$ cat src/windowed_rms_with_iir_smoothing_macros.svh
// ----------------------------------------------------------------------------
// windowed_rms_with_iir_smoothing_macros
// assertion macros for the windowed rms block
// ----------------------------------------------------------------------------
`ifndef WINDOWED_RMS_WITH_IIR_SMOOTHING_MACROS_SVH
`define WINDOWED_RMS_WITH_IIR_SMOOTHING_MACROS_SVH
`ifndef SYNTHESIS
`define WRMS_ASSERT_IMP(label, clk, rst_n, a, c) \
	label: assert property (@(posedge clk) disable iff (!rst_n) (a) |-> (c)) \
		else $error("assertion failed");
`define WRMS_ASSERT_NXT(label, clk, rst_n, a, c) \
	label: assert property (@(posedge clk) disable iff (!rst_n) (a) |=> (c)) \
		else $error("assertion failed");
`else
`define WRMS_ASSERT_IMP(label, clk, rst_n, a, c)
`define WRMS_ASSERT_NXT(label, clk, rst_n, a, c)
`endif
`endif

$ cat src/wrms_pkg.sv
// ----------------------------------------------------------------------------
// wrms_pkg
// shared types and constants of the windowed rms block
// ----------------------------------------------------------------------------
package wrms_pkg;
	localparam int unsigned VAL_W = 56;
	localparam logic [VAL_W-1:0] MAX56 = {VAL_W{1'b1}};
	localparam logic [VAL_W-1:0] GATE_LEVEL = 56'd1310720;
	localparam logic [16:0] ONE_Q16 = 17'd65536;

	localparam logic [2:0] REG_SPE    = 3'd0;
	localparam logic [2:0] REG_SQRT   = 3'd1;
	localparam logic [2:0] REG_GAIN   = 3'd2;
	localparam logic [2:0] REG_THRESH = 3'd3;
	localparam logic [2:0] REG_FC     = 3'd4;
	localparam logic [2:0] REG_DC     = 3'd5;
	localparam logic [2:0] REG_GATE   = 3'd6;

	typedef logic [VAL_W-1:0] val_t;

	// request/response of the shared multiplier
	typedef struct packed {
		logic        start;
		logic [57:0] a;
		logic [31:0] b;
	} mul_req_t;

	typedef struct packed {
		logic done;
		val_t p;
	} mul_rsp_t;
endpackage

$ cat src/wrms_mul.sv
// ----------------------------------------------------------------------------
// wrms_mul
// saturating floor(a*b/2^16), two 29x32 partial products over cycles
// ----------------------------------------------------------------------------
module wrms_mul (
	input  logic              clk,
	input  logic              arst_n,
	input  wrms_pkg::mul_req_t req,
	output wrms_pkg::mul_rsp_t rsp
);
	import wrms_pkg::*;

	logic [1:0]  ph_q;
	logic [57:0] a_q;
	logic [31:0] b_q;
	logic [60:0] lo_q;
	logic [60:0] prod;
	logic [89:0] full;
	logic        done_q;
	val_t        p_q;

	assign prod = {3'b0, (ph_q == 2'd1) ? a_q[28:0] : a_q[57:29]} * {29'b0, b_q};
	assign full = {29'b0, lo_q} + {prod, 29'b0};
	assign rsp  = {done_q, p_q};

	always_ff @(posedge clk or negedge arst_n) begin
		if (!arst_n) begin
			ph_q <= 2'd0;
			done_q <= 1'b0;
		end else begin
			done_q <= 1'b0;
			unique case (ph_q)
				2'd0: if (req.start) ph_q <= 2'd1;
				2'd1: ph_q <= 2'd2;
				2'd2: begin
					ph_q <= 2'd0;
					done_q <= 1'b1;
				end
				default: ph_q <= 2'd0;
			endcase
		end
	end

	always_ff @(posedge clk) begin
		if (ph_q == 2'd0 && req.start) begin
			a_q <= req.a;
			b_q <= req.b;
		end
		if (ph_q == 2'd1) lo_q <= prod;
		if (ph_q == 2'd2) begin
			// result is full >> 16, saturate above 56 bits
			if (|full[89:72]) p_q <= MAX56;
			else p_q <= full[71:16];
		end
	end
endmodule

$ cat config.mk
export PLATFORM = sky130hd
export DESIGN_NAME = wrms_mul
export DESIGN_NICKNAME = d
export VERILOG_FILES = /design/src/windowed_rms_with_iir_smoothing_macros.svh /design/src/wrms_pkg.sv /design/src/wrms_mul.sv
export SDC_FILE = /design/constraint.sdc
export NUM_CORES = 2
export LEC_CHECK = 0
export BUFFER_PORTS_ARGS = -buffer_cell sky130_fd_sc_hd__buf_2
export CORE_MARGIN = 2
export CORE_UTILIZATION = 30
export CTS_CLUSTER_DIAMETER = 50
export DETAILED_ROUTE_END_ITERATION = 16
export GPL_TIMING_DRIVEN = 0
export PLACE_DENSITY = 0.53
export SYNTH_ARGS = -nofsm -noshare
export SYNTH_HDL_FRONTEND = slang
export SYNTH_SLANG_ARGS = --single-unit
$ cat constraint.sdc
create_clock -name clk -period 16.2 [get_ports clk]
set_input_delay 3.24 -clock clk [delete_from_list [all_inputs] [get_ports clk]]
set_output_delay 3.24 -clock clk [all_outputs]
set_load 0.1 [all_outputs]
; After elaboration in Yosys (flattened, before gate mapping)
; Index checks and enable logic that the tools add are counted.
[totals]
ff_bits = 210
inputBits = 93
out_inout_bits = 57
word_cells = 18
[op_classes]
addsub = 1
n_mul = 1
n_eq_ne = 3
muxes = 4
n_reduce_logical = 3
[op_table]
columns = op, count
row1 = adder 61 x 90 -> 90 bit, 1
row2 = multiplier 29 x 32 -> 61 bit, 1
row3 = two-way mux 29 bit, 1
row4 = OR reduction 18 bit, 1
row5 = one-hot mux 2 bit (2 select lines), 1
row6 = equality test 2 x 1 -> 1 bit (second input constant), 1
row7 = equality test 2 bit (second input constant), 1
row8 = zero test 2 bit, 1
row9 = two-way mux 2 bit, 1
row10 = != test 2 bit (second input constant), 1
row11 = logical AND 1 bit, 1
row12 = two-way mux 1 bit, 1

; Longest topological paths before layout
[logic_depth]
ltp_word = 5
mapped_depth = 47
depth_no_buf = 41

; Worst setup path before layout
; No wires, ideal clock.
[synth_path]
kind = reg2reg
start = reg ph_q[1]
end = reg p_q[47], data pin
t_arrival_ns = 11.557
required_ns = 15.941
path_slack_ns = 4.384
path_stages_with_launch = 44
path_buffers = 6
period_less_slack_ns = 11.816
cell_sequence = dfrtp_1 nor2b_1 buf_1 mux2_2 clkbuf_1 and2_1 fa_1 inv_1 fa_1 inv_1 fa_1 inv_1 fa_1 inv_1 fa_1 fa_1 fa_1 inv_1 (+8 left out) xor2_1 ha_1 a21oi_1 o21a_1 a221o_1 a31oi_1 o21ai_0 o221ai_1 and4_1 clkbuf_1 or4b_1 nor4b_1 nor3_1 a2111oi_2 and4_1 buf_6 buf_8 o21ai_2
[synth_via]
elab_chain_cells = 5
[synth_lines]
columns = element, line_no
row1 = start: declaration, wrms_mul.sv:13  ; logic [1:0] ph_q;
row2 = start signal: assignment, wrms_mul.sv:28  ; ph_q <= 2'd0;
row3 = start signal: assignment, wrms_mul.sv:33  ; 2'd0: if (req.start) ph_q <= 2'd1;
row4 = start signal: assignment, wrms_mul.sv:34  ; 2'd1: ph_q <= 2'd2;
row5 = equality test 2 x 1 -> 1 bit *, wrms_mul.sv:22  ; assign prod = {3'b0, (ph_q == 2'd1) ? a_q[28:0] : a_q[57:29]} * {29'b0, b_q};
row6 = two-way mux 29 bit *, wrms_mul.sv:22
row7 = multiplier 29 x 32 -> 61 bit *, wrms_mul.sv:22
row8 = net prod[19], wrms_mul.sv:17  ; logic [60:0] prod;
row9 = adder 61 x 90 -> 90 bit *, wrms_mul.sv:23  ; assign full = {29'b0, lo_q} + {prod, 29'b0};
row10 = OR reduction 18 bit, wrms_mul.sv:52  ; if (|full[89:72]) p_q <= MAX56;
row11 = end signal: assignment, wrms_mul.sv:53  ; else p_q <= full[71:16];
row12 = end: declaration, wrms_mul.sv:20  ; val_t p_q;
; The timed path passes the listed nets; every way through them passes the cells marked *.
; A chain may end at the register's enable or synchronous reset.

; Worst setup path after layout
[layout_path]
start = reg ph_q[0]
end = reg p_q[15], data pin
[layout_via]
elab_chain_cells = 5
[layout_lines]
columns = element, line_no
row1 = equality test 2 x 1 -> 1 bit, wrms_mul.sv:22
row2 = two-way mux 29 bit, wrms_mul.sv:22
row3 = multiplier 29 x 32 -> 61 bit, wrms_mul.sv:22
row4 = net prod[25], wrms_mul.sv:17
row5 = adder 61 x 90 -> 90 bit, wrms_mul.sv:23
row6 = OR reduction 18 bit, wrms_mul.sv:52
; The timed path passes the listed nets, and every way through them passes these cells.

==> impl.org <==
** Global routing
- Wire length of the first global-routing pass :: 214,000 um
- Number of antenna violations at the first check in global routing :: 24
- Global routing finished with a remaining overflow of 0.
- All-Layer GR Usage :: 21.9%
- Entering global routing, the biggest net connects 36 pins.
- The via count of the first global-routing pass is 31,900.

** Synth
- Cell count after synthesis :: 4,247
- Main area contributors after synthesis :: fa_1, edfxtp_1, ha_1
- Summing the areas of all compound-gate instances in the mapped netlist gives 6.07% of the synthesized area.
- Sequential fraction of the synthesis area :: 14.5%
- Fraction of registers with async set or reset after synthesis :: 1.55%
- For this run, the leading register cell type out of synthesis is edfxtp_1.
- Parity-gate share of the synthesized area counting xor and xnor cells :: 1.90%
- Portion of netlist area occupied by mux cells :: 0.969%
- The synthesized design contains 191 enable-type register cells.
- After Yosys synthesis, and, or, nand and nor cells account for 17.3% of the synthesized area.
- Library cells used by synthesis :: 72
- Summing the areas of all fa, ha and maj instances in the mapped netlist gives 48.9% of the synthesized area.
- The largest total area in the synthesized netlist belongs to fa_1.
- The synthesized design devotes to its leading area cell type 40.2% of total area.
- Counting flops and latches in the post-synthesis netlist gives 194.
- Warning count from the yosys run :: 0
- The number of nets in the synthesized netlist is 5,427.
- After synthesis the cells add up to 0.0402 sq mm.
- The average instance in the mapped netlist occupies 9.46 sq um.
- Combinational family with the most area after synthesis :: adder cells

** Die
- The die covers 0.137 sq mm.
- The core region is 0.133 sq mm.
- The die is 370 um wide.
- Once the floorplan was initialized, standard cells occupied 30.2% of the core.
- Number of rows in the core area :: 134
- During I/O placement, the number of pins put on the boundary was 150.
- Die height :: 370 um

** STA
- Setup violations remaining at the end of the flow were counted as 0.
- Final critical-path share of the clock period :: 90.5%
- Setup repair after global routing missed its margin :: no
- Setup slack closes at 1.54 ns.
- The max-slew violation total from the final report was 0.
- Measured against its own limit, the worst slew margin works out to 4.84%.
- The total count of hold-check failures in the final report is 0.
- Subtracting the final worst setup slack from the clock period gives 14.66 ns.
- Maximum clock frequency :: 68.2 MHz
- Slew of the pin with the lowest slew margin :: 1.43 ns
- Clock Skew :: 0.0568 ns

** Placement
- During placement, the flow inserted port buffers numbering 149.
- Number of instances in the placed design :: 6,177
- Dpl hpwl :: 121,000 um
- Final weighted congestion in routability-driven placement :: 0.999
- Prior to clock tree synthesis, the placed netlist has a worst setup slack of 1.64 ns.
- The placed instances occupy a cell area of 0.0433 sq mm.

** Final layout
- Final cell area excluding filler cells :: 0.0440 sq mm
- Fill count :: 14,000
- In the final layout, the share of cells above drive strength 1 is 5.97%.
- At the end of the flow, the number of nets in the layout was 5,608.
- After the flow finishes, the layout carries non-filler instances totaling 6,217.
- Commonest non-fill, non-tap cells in the layout :: inv_1, fa_1, nand2_1
- For this run, the share of the core covered by cells in the final layout is 33.0%.
- Growth of design area from synthesis to finish :: 9.52%
- Leaving out fill and tap cells, the most frequent cell in the layout is inv_1.

** Clock tree
- CTS saw 194 sinks.
- Clock Path Buffers :: 2
- The root buffer cell chosen for the clock tree is clkbuf_16.
- Post-CTS timing repair inserted 0 buffers for setup.
- Clock Latency Late Sink :: 0.58 ns
- Clock tree synthesis inserted a total of 17 buffers.
- After clock tree synthesis, the clock-pin slew on the worst setup and hold paths is 0.08 ns.
- Post-cts resize count :: 0
- H-tree levels :: 4
- Buffers inserted to repair hold after CTS numbered 0.
- TritonCTS built the clock tree.

** Setup path
- STA classifies the critical path endpoint as a flop.
- The largest single stage delay on the critical path is 1.08 ns.
- For the worst setup path, the data arrival time is 14.94 ns.
- Cell repeated most along the worst path :: fa_1
- Among all stages on the critical path, the largest delay is contributed by clkbuf_1.
- Startpoint types :: flop
- At the worst endpoint, the required time is 16.48 ns.
- The number of buffers and inverters on the critical path is 10.
- The cell family contributing the most delay on the critical path is adder cells.
- Along the worst path, the maximum fanout reaches 10.
- The critical path in this run is classified as reg -> reg.

** Route
- Number of design rule violations left after detail routing :: 0
- Across all layers, the routed design uses 30,800 vias.
- Post-DR wirelength/cell :: 23.8 um
- In this run, the number of DRC markers left after iteration 0 of detailed routing was 2,371.
- Number of vias per cell after detailed routing :: 4.95
- In this run the remaining antenna-violating nets after routing total 0.
- Wires add up to 148,000 um.
- Number of search-and-repair iterations in the first detailed-routing pass :: 8

** Status
- The run finished with clean final reports.

** Hold path
- Worst hold-check path type :: reg -> reg

** Flow run
- The tool flagged a number of max-cap violations equal to 0.
flip-flops by register name, indices dropped and copies added, names as in the netlist:
name and cells:
b_q 32, ph_q 2, a_q 58, lo_q 45
p_q 56, done_q 1
final timing paths:
| kind | start | to | slack, ns | depth (start not counted) |
|---|---|---|---|---|
| setup / recovery | ph_q[0] | p_q[15] | 1.54 | 40 |
| hold / removal | lo_q[17] | p_q[1] | 0.50 | 1 |
| setup reg to reg | ph_q[0] | p_q[15] | 1.54 | 40 |
| hold reg to reg | lo_q[17] | p_q[1] | 0.50 | 1 |
| max in group asynchronous | arst_n | done_q | 13.61 | 1 |
| min in group asynchronous | arst_n | ph_q[0] | 2.49 | 1 |
cell families after synthesis:
family                   after synthesis
AO/OA/AOI/OAI                        382
XOR/XNOR                              87
adder cells (fa/ha/maj)             1087
multiplexers                          35
AND/OR/NAND/NOR                     1367
flip-flops                           194
buffers and inverters               1095
Yosys cell counts (18+ instances only):
cell      number
a211oi_1      18
nand2_1      548
and2_1       536
nand3_1       21
inv_1        856
mux2_2        31
a21o_1        24
nand2b_1      24
nor3_1        31
xor2_1        28
fa_1         806
nand4_1       47
a21oi_1      125
ha_1         281
o21ai_0       85
xnor2_1       59
clkbuf_1     219
nor2_1        94
edfxtp_1     191
o21a_1        23
final cells by class:
cell class | instances | area (sq um) | area share (%)
diodes | 8 | 20.0 | 0.0455
plain buffers | 239 | 963 | 2.19
clock buffers | 17 | 425 | 0.967
clock inverters | 15 | 213 | 0.484
inverters | 856 | 3210 | 7.31
multi-input cells | 2958 | 30200 | 68.6
flip-flops and latches | 194 | 5810 | 13.2
well taps | 1768 | 2210 | 5.03
repair buffers | 162 | 937 | 2.13
stage by stage:
step	setup TNS [ns]	hold WS, ns
floorplan	0	0.460
global placement	-37.84	0.478
detailed placement	0	0.485
CTS	0	0.505
global route	0	0.514
finish	0	0.502
metal layers:
metal / track usage (%) / wire (um) / vias to the layer above
met1: 27.2 / 57700 / 15800
met4: 14.1 / 10400 / 6
li1: - / - / 13300
met3: 3.81 / 10600 / 345
met5: 0 / 58 / -
met2: 35.2 / 69400 / 1226
Power is not shown: default switching activity piles up to over one toggle a cycle in this logic, so the estimate is an artifact.
